<file path="config.mk">
export PLATFORM = sky130hd
export DESIGN_NAME = radix_base_converter
export DESIGN_NICKNAME = d
export VERILOG_FILES = /design/src/rbc_pkg.sv /design/src/rbc_ctrl.sv /design/src/rbc_datapath.sv /design/src/radix_base_converter.sv
export VERILOG_INCLUDE_DIRS = /design/src /design/src/src
export SDC_FILE = /design/constraint.sdc
export NUM_CORES = 2
export LEC_CHECK = 0
export BUFFER_PORTS_ARGS = -buffer_cell sky130_fd_sc_hd__buf_2
export CORE_ASPECT_RATIO = 1.2
export CORE_MARGIN = 2
export CORE_UTILIZATION = 50
export CTS_BUF_LIST = sky130_fd_sc_hd__clkbuf_2
export DETAILED_ROUTE_END_ITERATION = 8
export GPL_ROUTABILITY_DRIVEN = 0
export PLACE_DENSITY = 0.66
export SLEW_MARGIN = 20
export SYNTH_ARGS = -nofsm -noshare
export SYNTH_HDL_FRONTEND = slang
export SYNTH_SLANG_ARGS = --single-unit
export TNS_END_PERCENT = 10
</file>
<file path="constraint.sdc">
create_clock -name i_clk -period 10.42 [get_ports i_clk]
set_clock_uncertainty 0.2 [all_clocks]
set_input_delay 1.042 -clock i_clk [delete_from_list [all_inputs] [get_ports i_clk]]
set_output_delay 1.042 -clock i_clk [all_outputs]
set_load 0.005 [all_outputs]
</file>
<file path="src/radix_base_converter_defines.svh">
// ----------------------------------------------------------------------------
// radix_base_converter_defines
// assertion macros shared by the converter modules
// ----------------------------------------------------------------------------
`ifndef RADIX_BASE_CONVERTER_DEFINES_SVH
`define RADIX_BASE_CONVERTER_DEFINES_SVH

// same-cycle implication, checked out of reset
`define RBC_ASSERT_SAME(lbl, ante, cons, msg) \
    lbl: assert property (@(posedge i_clk) disable iff (!i_rst_n) (ante) |-> (cons)) \
        else $error(msg);

// next-cycle implication, checked out of reset
`define RBC_ASSERT_NEXT(lbl, ante, cons, msg) \
    lbl: assert property (@(posedge i_clk) disable iff (!i_rst_n) (ante) |=> (cons)) \
        else $error(msg);

`endif

</file>
<file path="src/rbc_pkg.sv">
// ----------------------------------------------------------------------------
// rbc_pkg
// shared constants, types and digit coding for the radix base converter
// ----------------------------------------------------------------------------
package rbc_pkg;

    localparam int VALUE_WIDTH = 64;
    localparam int MAX_DIGITS  = 64;
    localparam int BASE_W      = 6;
    localparam int CHAR_W      = 8;
    localparam int DIGIT_W     = 6;
    localparam int ADDR_W      = $clog2(MAX_DIGITS);
    localparam int CNT_W       = $clog2(MAX_DIGITS + 1);
    localparam int BIT_W       = $clog2(VALUE_WIDTH);
    localparam int PROD_W      = VALUE_WIDTH + BASE_W;
    localparam int CFG_ADDR_W  = 1;

    localparam logic [CFG_ADDR_W-1:0] CFG_SOURCE_BASE = 1'd0;
    localparam logic [CFG_ADDR_W-1:0] CFG_TARGET_BASE = 1'd1;

    localparam logic [BASE_W-1:0]  SOURCE_BASE_RST = 6'd10;
    localparam logic [BASE_W-1:0]  TARGET_BASE_RST = 6'd2;
    localparam logic [BASE_W-1:0]  BASE_MIN        = 6'd2;
    localparam logic [BASE_W-1:0]  BASE_MAX        = 6'd36;
    localparam logic [DIGIT_W-1:0] DIGIT_INVALID   = 6'd36;
    localparam logic [DIGIT_W-1:0] DIGIT_NINE      = 6'd9;
    localparam logic [CHAR_W-1:0]  LETTER_OFFSET   = 8'd10;

    localparam logic [CHAR_W-1:0] CHAR_ZERO = 8'h30;
    localparam logic [CHAR_W-1:0] CHAR_NINE = 8'h39;
    localparam logic [CHAR_W-1:0] CHAR_LA   = 8'h61;
    localparam logic [CHAR_W-1:0] CHAR_LZ   = 8'h7a;
    localparam logic [CHAR_W-1:0] CHAR_UA   = 8'h41;
    localparam logic [CHAR_W-1:0] CHAR_UZ   = 8'h5a;

    typedef enum logic [2:0] {
        S_IDLE,
        S_ACC,
        S_DIV_START,
        S_DIV,
        S_DIV_CHK,
        S_EMIT_RD,
        S_EMIT_LD,
        S_ERR
    } t_state;

    typedef struct packed {
        logic in_load;
        logic acc_step;
        logic div_start;
        logic div_step;
        logic out_load_digit;
        logic out_load_err;
    } t_dp_cmd;

    typedef struct packed {
        logic last;
        logic fail;
        logic div_done;
        logic v_zero;
        logic cnt_full;
        logic cnt_one;
        logic slot_free;
    } t_dp_status;

    function automatic logic [DIGIT_W-1:0] decode_char(input logic [CHAR_W-1:0] c);
        logic [CHAR_W-1:0] r;
        begin
            if (c >= CHAR_ZERO && c <= CHAR_NINE) begin
                r = c - CHAR_ZERO;
            end else if (c >= CHAR_LA && c <= CHAR_LZ) begin
                r = c - CHAR_LA + LETTER_OFFSET;
            end else if (c >= CHAR_UA && c <= CHAR_UZ) begin
                r = c - CHAR_UA + LETTER_OFFSET;
            end else begin
                r = {{(CHAR_W-DIGIT_W){1'b0}}, DIGIT_INVALID};
            end
            return r[DIGIT_W-1:0];
        end
    endfunction

    function automatic logic [CHAR_W-1:0] encode_digit(input logic [DIGIT_W-1:0] d);
        logic [CHAR_W-1:0] dx;
        begin
            dx = {{(CHAR_W-DIGIT_W){1'b0}}, d};
            if (d <= DIGIT_NINE) begin
                return CHAR_ZERO + dx;
            end
            return CHAR_LA + dx - LETTER_OFFSET;
        end
    endfunction

endpackage

</file>
<file path="src/rbc_ctrl.sv">
// ----------------------------------------------------------------------------
// rbc_ctrl
// sequencer: accumulate, divide out digits, emit them or an error result
// ----------------------------------------------------------------------------
`include "radix_base_converter_defines.svh"

module rbc_ctrl (
    input  logic               i_clk,
    input  logic               i_rst_n,
    input  logic               i_in_valid,
    output logic               o_in_ready,
    input  rbc_pkg::t_dp_status i_status,
    output rbc_pkg::t_dp_cmd   o_cmd
);

    rbc_pkg::t_state r_state;
    rbc_pkg::t_state n_state;

    always_ff @(posedge i_clk) begin
        if (!i_rst_n) begin
            r_state <= rbc_pkg::S_IDLE;
        end else begin
            r_state <= n_state;
        end
    end

    always_comb begin
        n_state = r_state;
        case (r_state)
            rbc_pkg::S_IDLE: begin
                if (i_in_valid) n_state = rbc_pkg::S_ACC;
            end
            rbc_pkg::S_ACC: begin
                if (!i_status.last) begin
                    n_state = rbc_pkg::S_IDLE;
                end else if (i_status.fail) begin
                    n_state = rbc_pkg::S_ERR;
                end else begin
                    n_state = rbc_pkg::S_DIV_START;
                end
            end
            rbc_pkg::S_DIV_START: begin
                n_state = i_status.cnt_full ? rbc_pkg::S_ERR : rbc_pkg::S_DIV;
            end
            rbc_pkg::S_DIV: begin
                if (i_status.div_done) n_state = rbc_pkg::S_DIV_CHK;
            end
            rbc_pkg::S_DIV_CHK: begin
                n_state = i_status.v_zero ? rbc_pkg::S_EMIT_RD : rbc_pkg::S_DIV_START;
            end
            rbc_pkg::S_EMIT_RD: begin
                n_state = rbc_pkg::S_EMIT_LD;
            end
            rbc_pkg::S_EMIT_LD: begin
                if (i_status.slot_free) begin
                    n_state = i_status.cnt_one ? rbc_pkg::S_IDLE : rbc_pkg::S_EMIT_RD;
                end
            end
            rbc_pkg::S_ERR: begin
                if (i_status.slot_free) n_state = rbc_pkg::S_IDLE;
            end
            default: begin
                n_state = rbc_pkg::S_IDLE;
            end
        endcase
    end

    always_comb begin
        o_cmd      = '0;
        o_in_ready = 1'b0;
        case (r_state)
            rbc_pkg::S_IDLE: begin
                o_in_ready     = 1'b1;
                o_cmd.in_load  = i_in_valid;
            end
            rbc_pkg::S_ACC: begin
                o_cmd.acc_step = 1'b1;
            end
            rbc_pkg::S_DIV_START: begin
                o_cmd.div_start = !i_status.cnt_full;
            end
            rbc_pkg::S_DIV: begin
                o_cmd.div_step = 1'b1;
            end
            rbc_pkg::S_EMIT_LD: begin
                o_cmd.out_load_digit = i_status.slot_free;
            end
            rbc_pkg::S_ERR: begin
                o_cmd.out_load_err = i_status.slot_free;
            end
            default: begin
                o_cmd = '0;
            end
        endcase
    end

    // a transaction is only taken between runs of the divider and emitter
    `RBC_ASSERT_SAME(a_ready_no_work, o_in_ready, !o_cmd.div_step && !o_cmd.out_load_digit, "input ready while converting")
    // the accumulate cycle always follows a taken transaction
    `RBC_ASSERT_NEXT(a_load_then_acc, o_cmd.in_load, o_cmd.acc_step, "no accumulate after load")
    // an error result is only issued after the last character or a full digit store
    `RBC_ASSERT_SAME(a_err_cause, o_cmd.out_load_err, !o_in_ready && !o_cmd.div_step, "stray error load")

endmodule

</file>
<file path="src/rbc_datapath.sv">
// ----------------------------------------------------------------------------
// rbc_datapath
// accumulator, bit-serial divider, digit store and output register
// ----------------------------------------------------------------------------
`include "radix_base_converter_defines.svh"

module rbc_datapath (
    input  logic                               i_clk,
    input  logic                               i_rst_n,
    input  logic [rbc_pkg::BASE_W-1:0]         i_source_base,
    input  logic [rbc_pkg::BASE_W-1:0]         i_target_base,
    input  logic [rbc_pkg::CHAR_W-1:0]         i_character,
    input  logic                               i_is_last,
    input  rbc_pkg::t_dp_cmd                   i_cmd,
    output rbc_pkg::t_dp_status                o_status,
    input  logic                               i_out_ready,
    output logic                               o_out_valid,
    output logic [rbc_pkg::CHAR_W-1:0]         o_digit_char,
    output logic                               o_last_digit,
    output logic                               o_error
);

    // input holding registers
    logic [rbc_pkg::CHAR_W-1:0]      r_char;
    logic                            r_last;

    // run state
    logic [rbc_pkg::VALUE_WIDTH-1:0] r_acc;
    logic                            r_err;
    logic [rbc_pkg::CNT_W-1:0]       r_cnt;

    // divider
    logic [rbc_pkg::VALUE_WIDTH-1:0] r_v;
    logic [rbc_pkg::DIGIT_W-1:0]     r_rem;
    logic [rbc_pkg::BIT_W-1:0]       r_bit;

    // digit store
    logic [rbc_pkg::DIGIT_W-1:0]     r_mem [rbc_pkg::MAX_DIGITS];
    logic [rbc_pkg::DIGIT_W-1:0]     r_rd_data;

    // output register
    logic                            r_out_valid;
    logic [rbc_pkg::CHAR_W-1:0]      r_out_char;
    logic                            r_out_last;
    logic                            r_out_err;

    logic [rbc_pkg::DIGIT_W-1:0]     w_digit;
    logic [rbc_pkg::PROD_W-1:0]      w_sum;
    logic                            w_bad_digit;
    logic                            w_ovf;
    logic                            w_err_now;
    logic                            w_bad_pair;
    logic [rbc_pkg::DIGIT_W:0]       w_rem_sh;
    logic                            w_ge;
    logic [rbc_pkg::DIGIT_W:0]       w_rem_new;
    logic                            w_div_done;
    logic                            w_cnt_full;
    logic [rbc_pkg::CNT_W-1:0]       w_cnt_dec;
    logic [rbc_pkg::ADDR_W-1:0]      w_rd_addr;
    logic                            w_slot_free;

    // horner step: acc * base + digit, overflow when any bit at or above the sign bit is set
    assign w_digit     = rbc_pkg::decode_char(r_char);
    assign w_bad_digit = w_digit >= i_source_base;
    assign w_sum       = rbc_pkg::PROD_W'(r_acc) * rbc_pkg::PROD_W'(i_source_base)
                       + rbc_pkg::PROD_W'(w_digit);
    assign w_ovf       = |w_sum[rbc_pkg::PROD_W-1:rbc_pkg::VALUE_WIDTH-1];
    assign w_err_now   = r_err || w_bad_digit || w_ovf;
    assign w_bad_pair  = (i_target_base < rbc_pkg::BASE_MIN)
                      || (i_target_base > i_source_base)
                      || (i_source_base > rbc_pkg::BASE_MAX);

    // restoring division, one quotient bit per cycle
    assign w_rem_sh   = {r_rem, r_v[rbc_pkg::VALUE_WIDTH-1]};
    assign w_ge       = w_rem_sh >= {1'b0, i_target_base};
    assign w_rem_new  = w_ge ? (w_rem_sh - {1'b0, i_target_base}) : w_rem_sh;
    assign w_div_done = r_bit == rbc_pkg::BIT_W'(rbc_pkg::VALUE_WIDTH - 1);

    assign w_cnt_full  = r_cnt >= rbc_pkg::CNT_W'(rbc_pkg::MAX_DIGITS);
    assign w_cnt_dec   = r_cnt - rbc_pkg::CNT_W'(1);
    assign w_rd_addr   = w_cnt_dec[rbc_pkg::ADDR_W-1:0];
    assign w_slot_free = !r_out_valid || i_out_ready;

    always_ff @(posedge i_clk) begin
        if (i_cmd.in_load) begin
            r_char <= i_character;
            r_last <= i_is_last;
        end
    end

    always_ff @(posedge i_clk) begin
        if (!i_rst_n) begin
            r_acc <= '0;
            r_err <= 1'b0;
            r_cnt <= '0;
        end else begin
            if (i_cmd.acc_step) begin
                if (r_last) begin
                    // end of numeral: hand the value to the divider and clear the run
                    r_acc <= '0;
                    r_err <= 1'b0;
                    r_cnt <= '0;
                end else if (!w_err_now) begin
                    r_acc <= w_sum[rbc_pkg::VALUE_WIDTH-1:0];
                end else begin
                    r_err <= 1'b1;
                end
            end else if (i_cmd.div_step && w_div_done) begin
                r_cnt <= r_cnt + rbc_pkg::CNT_W'(1);
            end else if (i_cmd.out_load_digit) begin
                r_cnt <= w_cnt_dec;
            end
        end
    end

    always_ff @(posedge i_clk) begin
        if (i_cmd.acc_step) begin
            r_v <= w_sum[rbc_pkg::VALUE_WIDTH-1:0];
        end else if (i_cmd.div_step) begin
            r_v <= {r_v[rbc_pkg::VALUE_WIDTH-2:0], w_ge};
        end
        if (i_cmd.div_start) begin
            r_rem <= '0;
            r_bit <= '0;
        end else if (i_cmd.div_step) begin
            r_rem <= w_rem_new[rbc_pkg::DIGIT_W-1:0];
            r_bit <= r_bit + rbc_pkg::BIT_W'(1);
        end
    end

    always_ff @(posedge i_clk) begin
        if (i_cmd.div_step && w_div_done) begin
            r_mem[r_cnt[rbc_pkg::ADDR_W-1:0]] <= w_rem_new[rbc_pkg::DIGIT_W-1:0];
        end
        r_rd_data <= r_mem[w_rd_addr];
    end

    always_ff @(posedge i_clk) begin
        if (!i_rst_n) begin
            r_out_valid <= 1'b0;
        end else if (i_cmd.out_load_digit || i_cmd.out_load_err) begin
            r_out_valid <= 1'b1;
        end else if (i_out_ready) begin
            r_out_valid <= 1'b0;
        end
    end

    always_ff @(posedge i_clk) begin
        if (i_cmd.out_load_digit) begin
            r_out_char <= rbc_pkg::encode_digit(r_rd_data);
            r_out_last <= r_cnt == rbc_pkg::CNT_W'(1);
            r_out_err  <= 1'b0;
        end else if (i_cmd.out_load_err) begin
            r_out_char <= '0;
            r_out_last <= 1'b1;
            r_out_err  <= 1'b1;
        end
    end

    always_comb begin
        o_status.last      = r_last;
        o_status.fail      = w_err_now || w_bad_pair;
        o_status.div_done  = w_div_done;
        o_status.v_zero    = r_v == '0;
        o_status.cnt_full  = w_cnt_full;
        o_status.cnt_one   = r_cnt == rbc_pkg::CNT_W'(1);
        o_status.slot_free = w_slot_free;
    end

    assign o_out_valid  = r_out_valid;
    assign o_digit_char = r_out_char;
    assign o_last_digit = r_out_last;
    assign o_error      = r_out_err;

    `RBC_ASSERT_SAME(a_err_is_last, r_out_valid && r_out_err, r_out_last && (r_out_char == '0), "error result not final")
    `RBC_ASSERT_SAME(a_store_in_range, i_cmd.div_step && w_div_done, !w_cnt_full, "digit store overrun")
    `RBC_ASSERT_SAME(a_emit_nonempty, i_cmd.out_load_digit, r_cnt != '0, "emit with empty store")
    `RBC_ASSERT_NEXT(a_run_cleared, i_cmd.acc_step && r_last, (r_acc == '0) && !r_err, "run state not cleared")

endmodule

</file>
<file path="src/radix_base_converter.sv">
// ----------------------------------------------------------------------------
// radix_base_converter
// converts an ascii numeral from one radix to another, one character per transaction
// ----------------------------------------------------------------------------
// the slave stream takes one character per transaction, most significant first,
// with tlast on the final character. the master stream returns the digits of the
// result in lowercase ascii, most significant first, tlast on the final digit.
// a failed run (bad digit, overflow past 2^63-1, bad base pair) returns a single
// transaction with tdata 0, tlast 1 and tuser 1. zero comes out as '0'.
// bases are set through the write port: index 0 source base, index 1 target base.
// each character is accumulated into the value by a horner step. after the last
// one, the remainder for each result digit comes from a restoring divider that
// produces one quotient bit per cycle; the digits are then read back from the
// digit store and loaded into the output register.
// reset restores source base 10, target base 2 and clears the run state.
// when the receiver stalls, the output register holds and the emitter waits;
// the next character is taken as soon as the last result sits in that register.
// ----------------------------------------------------------------------------
module radix_base_converter (
    input  logic                              i_clk,
    input  logic                              i_rst_n,
    // configuration writes
    input  logic                              i_cfg_we,
    input  logic [rbc_pkg::CFG_ADDR_W-1:0]    i_cfg_addr,
    input  logic [rbc_pkg::BASE_W-1:0]        i_cfg_wdata,
    // character stream
    input  logic                              i_s_axis_tvalid,
    output logic                              o_s_axis_tready,
    input  logic [7:0]                        i_s_axis_tdata,   // [7:0] character
    input  logic                              i_s_axis_tlast,
    // digit stream
    output logic                              o_m_axis_tvalid,
    input  logic                              i_m_axis_tready,
    output logic [7:0]                        o_m_axis_tdata,   // [7:0] digit_char
    output logic                              o_m_axis_tlast,
    output logic [0:0]                        o_m_axis_tuser    // [0] error
);

    logic [rbc_pkg::BASE_W-1:0] r_source_base;
    logic [rbc_pkg::BASE_W-1:0] r_target_base;

    rbc_pkg::t_dp_cmd    w_cmd;
    rbc_pkg::t_dp_status w_status;
    logic                w_error;

    always_ff @(posedge i_clk) begin
        if (!i_rst_n) begin
            r_source_base <= rbc_pkg::SOURCE_BASE_RST;
            r_target_base <= rbc_pkg::TARGET_BASE_RST;
        end else if (i_cfg_we) begin
            case (i_cfg_addr)
                rbc_pkg::CFG_SOURCE_BASE: r_source_base <= i_cfg_wdata;
                rbc_pkg::CFG_TARGET_BASE: r_target_base <= i_cfg_wdata;
                default: begin
                    r_source_base <= r_source_base;
                end
            endcase
        end
    end

    rbc_ctrl u_ctrl (
        .i_clk      (i_clk),
        .i_rst_n    (i_rst_n),
        .i_in_valid (i_s_axis_tvalid),
        .o_in_ready (o_s_axis_tready),
        .i_status   (w_status),
        .o_cmd      (w_cmd)
    );

    rbc_datapath u_datapath (
        .i_clk         (i_clk),
        .i_rst_n       (i_rst_n),
        .i_source_base (r_source_base),
        .i_target_base (r_target_base),
        .i_character   (i_s_axis_tdata),
        .i_is_last     (i_s_axis_tlast),
        .i_cmd         (w_cmd),
        .o_status      (w_status),
        .i_out_ready   (i_m_axis_tready),
        .o_out_valid   (o_m_axis_tvalid),
        .o_digit_char  (o_m_axis_tdata),
        .o_last_digit  (o_m_axis_tlast),
        .o_error       (w_error)
    );

    assign o_m_axis_tuser = w_error;

endmodule
</file>
After elaboration in Yosys (flattened, before gate mapping)
Memories as Yosys holds them, arrays and structs flattened. A register that Yosys moved wholly into a read port is not among the register bits. Cells that the tools add are included.

Register bits after elaboration: 183. Memory bits (writable): 384. Input port bits: 21. Output and inout bits: 12. Word-level logic and storage cells: 129. Memories kept: 1.

Memories: u_datapath.r_mem (words 64, width 6, read ports 1, clocked after memory_dff 1, write ports 1, RTL line rbc_datapath.sv:38) `logic [rbc_pkg::DIGIT_W-1:0] r_mem [rbc_pkg::MAX_DIGITS];`.

$add $sub $neg: 13. Multiply operators: 1. Order comparisons: 13. Eq/ne operators: 15. Mux-type cells: 43. Bitwise operators: 1. Reduce and logical (&&, ||, !) cells: 27.

Operators with widths (count): $mux 64 (4); $add 70x6->70 (1); $mul 64x6->70 (1); $logic_not 64->1 (1); $mux 8 (4); $mux 7 (4); $mux 3 (9); $mux 6 (4); $pmux 3 s8 (1); $mux 1 (17); $ge 8x7->1 const B (2); $le 8x7->1 const B (2); $add 6x4->6 const B (2); $eq 3x3->1 const B (4); $sub 6x6->6 const B (2); $ne 2x1->1 const B (5); $reduce_and 2->1 (5); $add 7x6->8 const A (1); $ge 8x6->1 const B (1); $le 8x6->1 const B (1); $reduce_bool 2->1 (4); $sub 8x4->8 const B (1); $add 6x6->7 const A (1); $add 7x1->7 const B (1); 24 further kinds (35).

Longest topological paths before layout
Depth after elaboration: 12. Mapped depth: 26. Gate-level depth less buffers: 24.

Cells and area by module
From an unflattened synthesis, not the netlist that was laid out.

Cells, all modules: 2989. Area, all modules: 36815.3 um2.

Modules (own cells, without submodules): rbc_datapath (instances 1, cells an instance 2899, area each 36004.5 um2, sequential area each 15835.2 um2); radix_base_converter (instances 1, cells an instance 50, area each 484.2 um2, sequential area each 240.2 um2); rbc_ctrl (instances 1, cells an instance 40, area each 326.6 um2, sequential area each 60.1 um2).

Worst setup path after synthesis
No wires, ideal clock.

Path kind: register to register. Start point: register r_source_base[0] (netlist name). End point: register u_datapath.r_acc[22] (netlist name). Setup time: 0.132 ns. Data arrival time: 5.642 ns. Data required time: 10.088 ns. Slack: 4.446 ns. Cell stages (with the launch flop): 23. Buffers on the path: 4. Clock period less this slack: 5.974 ns. Cell sequence: dfxtp_1 -> clkbuf_1 -> clkbuf_1 -> nand2_1 -> fa_1 -> fa_1 -> inv_1 -> fa_1 -> ha_1 -> ha_1 -> buf_2 -> a21oi_2 -> o21ai_1 -> a221oi_2 -> a21boi_2 -> o2111ai_2 -> a2111oi_2 -> or3_4 -> a2111oi_4 -> a21oi_1 -> o21ai_2 -> buf_4 -> o32ai_1.

Word-level cells in the longest chain between the ends: 6. Elaborated cells on any way between the ends: 10. Those cells by class: 1 x add/sub; 1 x mul; 1 x order compare; 1 x eq/ne; 2 x mux; 4 x reduce/logical.

RTL lines: start, declared (RTL line radix_base_converter.sv:39) `logic [rbc_pkg::BASE_W-1:0] r_source_base;`; start signal, assigned (RTL line radix_base_converter.sv:48) `r_source_base <= rbc_pkg::SOURCE_BASE_RST;`; start signal, assigned (RTL line radix_base_converter.sv:52) `rbc_pkg::CFG_SOURCE_BASE: r_source_base <= i_cfg_wdata;`; start signal, assigned (RTL line radix_base_converter.sv:55) `r_source_base <= r_source_base;`; $mul 64x6->70 (RTL line rbc_datapath.sv:65) `assign w_sum = rbc_pkg::PROD_W'(r_acc) * rbc_pkg::PROD_W'(i_source_base)`; $add 70x6->70 (RTL line rbc_datapath.sv:66) `+ rbc_pkg::PROD_W'(w_digit);`; $reduce_or 7->1 (RTL line rbc_datapath.sv:67) `assign w_ovf = |w_sum[rbc_pkg::PROD_W-1:rbc_pkg::VALUE_WIDTH-1];`; $logic_or 1x1->1 (RTL line rbc_datapath.sv:68) `assign w_err_now = r_err || w_bad_digit || w_ovf;`; $ne 2x1->1 (no source line); $reduce_and 2->1 (no source line); end signal, assigned (RTL line rbc_datapath.sv:104) `r_acc <= w_sum[rbc_pkg::VALUE_WIDTH-1:0];`; end, declared (RTL line rbc_datapath.sv:28) `logic [rbc_pkg::VALUE_WIDTH-1:0] r_acc;`.

Several ways; a longest one is shown, not always the timed one. The select of a mux whose other input is x is not followed. A chain may end at the register's enable or synchronous reset.

Worst setup path in the final report
Start point: register r_source_base[1] (netlist name). End point: register u_datapath.r_acc[45] (netlist name).

Same word-level chain as after synthesis.

==> reports/results.ini <==
[run_status]
status = complete, no violations

[logic_synthesis]
postSynthAreaPerCell_um2 = 11.5
synth_cell_types = 85
synth_area_um2 = 36700
yosys.area_share.adder_pct = 20.0
ys_ff_latch = 573
synth_ff_type = edfxtp_1
synthCells = 3194
synth_xor_area_share_pct = 1.91
synth-edff-count = 466
synth_top_family_by_area = adder cells
syn_nets = 3650
synth_mux_area_share_pct = 8.00
async_flop_share_pct = 0
yosys_warnings = 0
ys_seq_area_share_pct = 44.0
synth_compound_area_share_pct = 7.74
synthSimpleGateAreaFrac_pct = 13.8

[grt]
use_met1_pct = 31.1
track_usage_pct = 25.5
busiest_layer = met2
met2_usage_pct = 43.5
grt_pass1_wl_um = 149000
grt_pass1_vias = 26900
gr-usage-met3_pct = 4.55
overflow = 0
grt_start_max_net_pins = 69
antenna_found_initial = 4

[setup_path]
cp.arrival_ps = 8530
end_kind = flip-flop
r2r_start = r_source_base[1]
rrSetupSlack_ps = 2890
reg2reg_depth = 19
startpoint_type = flip-flop
crit_start = r_source_base[1]
endpoint = u_datapath.r_acc[45]
crit_required_ps = 11420
reg2reg_to = u_datapath.r_acc[45]
critical_path_class = flip-flop to flip-flop
path_max_fanout = 38

[clocking]
post_cts_buffers = 0
cts_resized = 0
cts_made_buffers = 147
clock_sinks = 573
cts_tree = built
cts_htree_levels = 4
clock_path_buffers = 3
clkLatencyLatePin_ps = 1340
clk_pin_slew_ps = 100
cts-root-buf = clkbuf_2

[sta]
setup_slack_ps = 2890
min_period_ps = 7530
rsz0062_at_grt = no
worst_pin_slew_ps = 1110
setup_viol = 0
fmax_ghz = 0.133
finalHoldViolations = 0
slew_headroom_pct = 26.0
fin_tns_setup_ps = 0
period_share_pct = 72.2
drv_slew = 0

[worst_hold_path]
hp-class = input pin to flip-flop

[floorplanning]
die_area_um2 = 75500
core.rowCount = 108
core_area_um2 = 72400
num_io_pins = 33
die_y_um = 301
die_x_um = 251
start_util_pct = 50.6

[job]
drv_cap = 0

[power_and_ir_drop]
vdd_drop_max_v = 0.000326
power_per_cell_area_nw_per_um2 = 173
p_leak_nw = 15.6

[routing]
wire_per_inst_um = 21.8
antenna_left = 0
firstDrtPassIters = 6
drt_iter0_drc = 2103
drt-total-wl_um = 93900
drc_errors = 0
via_per_inst = 5.92
vias = 25600

[placed_design]
place_ws_ps = 3070
hpwl_um = 65800
portBuffers = 32

[layout]
syn_to_final_growth_pct = 7.33
fillers = 6221
layout.nets = 3730
final_layout_size_suffix_gt1_share_pct = 13.8

==> where the power goes <==
part,internal (mW),switching [mW]
clock,0.583,0.990
sequential,3.27,0.161
combinational,0.453,1.36
total,4.31,2.51
==> cell type report <==
class / count / area, um2 / share of cell area, %
sequential: 573 / 16100 / 41.0
clock inverter: 44 / 313 / 0.795
tap: 935 / 1170 / 2.97
clock buffer: 213 / 1070 / 2.71
multi-input combinational: 2196 / 19000 / 48.2
timing repair buffer: 86 / 653 / 1.66
inverter: 270 / 1010 / 2.58
antenna: 1 / 2.50 / 0.00636
==> per-stage QoR <==
stage	utilization, %	std cells	hold WS [ps]	cell area, um2	power (mW)
floorplan	-	3194	230	36700	4.54
global route	54.3	4318	157	39300	7.17
CTS	54.3	4316	107	39300	6.87
global placement	52.0	4032	244	37700	5.19
finish	54.3	4318	270	39300	6.82
detailed placement	52.0	4032	243	37700	5.29
==> timing repair <==
item	4_1_cts	5_1_grt
hold buffers	27	0
endpoints found under the setup margin	0	0
hold endpoints to repair	31	0
==> registers in the layout (all words and copies together) (netlist names), 3 cells and up <==
register	cells
r_source_base	6
r_target_base	6
u_ctrl.r_state	3
u_datapath.o_digit_char	8
u_datapath.r_acc	64
u_datapath.r_bit	6
u_datapath.r_char	8
u_datapath.r_cnt	7
u_datapath.r_mem	384
u_datapath.r_rd_data	6
u_datapath.r_rem	6
u_datapath.r_v	64
==> placed cells by master (no fill, tap or decap), types with 26 or more instances in the layout <==
master	Yosys	layout
a21oi_1	170	168
buf_2	19	32
dfxtp_1	107	100
o21ai_0	107	106
dlygate4sd3_1	0	27
xor2_1	34	33
nand4_1	38	38
fa_1	253	253
xnor2_1	46	45
nor2_1	225	224
nand2_1	446	446
edfxtp_1	466	466
mux4_2	126	126
nand3_1	68	68
buf_4	1	26
nor3_1	28	28
and2_1	181	181
clkinv_1	2	28
a21o_1	28	28
inv_1	268	266
clkbuf_2	0	213
ha_1	182	181
==> worst max-delay path, stage by stage, from the launching register on <==
cell and delay [ps]:
dfxtp_2 700, clkinv_1 610, nor2_1 320, fa_1 500, fa_1 480, fa_1 480, ha_1 290, ha_1 370
a21oi_1 220, o21ai_1 140, a221oi_2 320, nand2_1 180, a32oi_1 500, a21oi_1 220, xnor2_1 400, o221a_1 330
a21oi_2 110, buf_4 340, or2_2 410, a32o_1 270
==> cell usage after synthesis (all sizes together) (10+ instances only) <==
| cell type | instances | share of area (%) |
|---|---|---|
| nand4 | 38 | 0.65 |
| o211ai | 13 | 0.27 |
| nor3 | 29 | 0.41 |
| o22ai | 19 | 0.32 |
| or3 | 12 | 0.22 |
| inv | 268 | 2.7 |
| and2 | 181 | 3.1 |
| mux4 | 126 | 7.7 |
| nor4 | 22 | 0.39 |
| a21o | 28 | 0.57 |
| a21oi | 171 | 2.3 |
| o21a | 11 | 0.23 |
| nor2 | 225 | 2.3 |
| clkbuf | 112 | 1.1 |
| edfxtp | 466 | 38 |
| a221oi | 10 | 0.27 |
| and3 | 11 | 0.19 |
| ha | 182 | 6.2 |
| xnor2 | 46 | 1.1 |
| o21ai | 121 | 1.7 |
| buf | 43 | 0.60 |
| nand2 | 448 | 4.6 |
| nand3 | 68 | 0.93 |
| fa | 253 | 14 |
| nor2b | 13 | 0.22 |
| dfxtp | 107 | 5.8 |
| o21bai | 12 | 0.25 |
| xor2 | 34 | 0.81 |
==> layer usage <==
| layer | up-vias | part of all wire (%) | routed length (um) |
|---|---|---|---|
| met3 | 258 | 6.5 | 6070 |
| met2 | 1085 | 50 | 46600 |
| met1 | 12800 | 39 | 36600 |
| met4 | 0 | 5.0 | 4680 |
| li1 | 11500 | - | - |
| met5 | - | 0 | 0 |
==> worst min path at each step <==
| stage | from | endpoint | slack [ps] | depth (start not counted) |
|---|---|---|---|---|
| 6_report | i_s_axis_tdata[2] | u_datapath.r_char[2] | 270 | 2 |
| 5_1_grt | i_s_axis_tdata[1] | u_datapath.r_char[1] | 160 | 2 |
| 4_1_cts | i_s_axis_tdata[2] | u_datapath.r_char[2] | 110 | 2 |
| 3_5_place_dp | u_datapath.o_error | u_datapath.o_error | 240 | 2 |
| 3_3_place_gp | u_datapath.o_error | u_datapath.o_error | 240 | 2 |
| 2_1_floorplan | u_datapath.r_err | u_datapath.r_err | 230 | 2 |
==> cells by family after synthesis <==
logic type / count (synthesis)
flops: 573
buf+inv: 425
compound gates: 460
xor+xnor: 80
fa+ha+maj: 435
simple gates: 1086
mux: 135
Note: power is estimated with default switching activity, not from simulation.
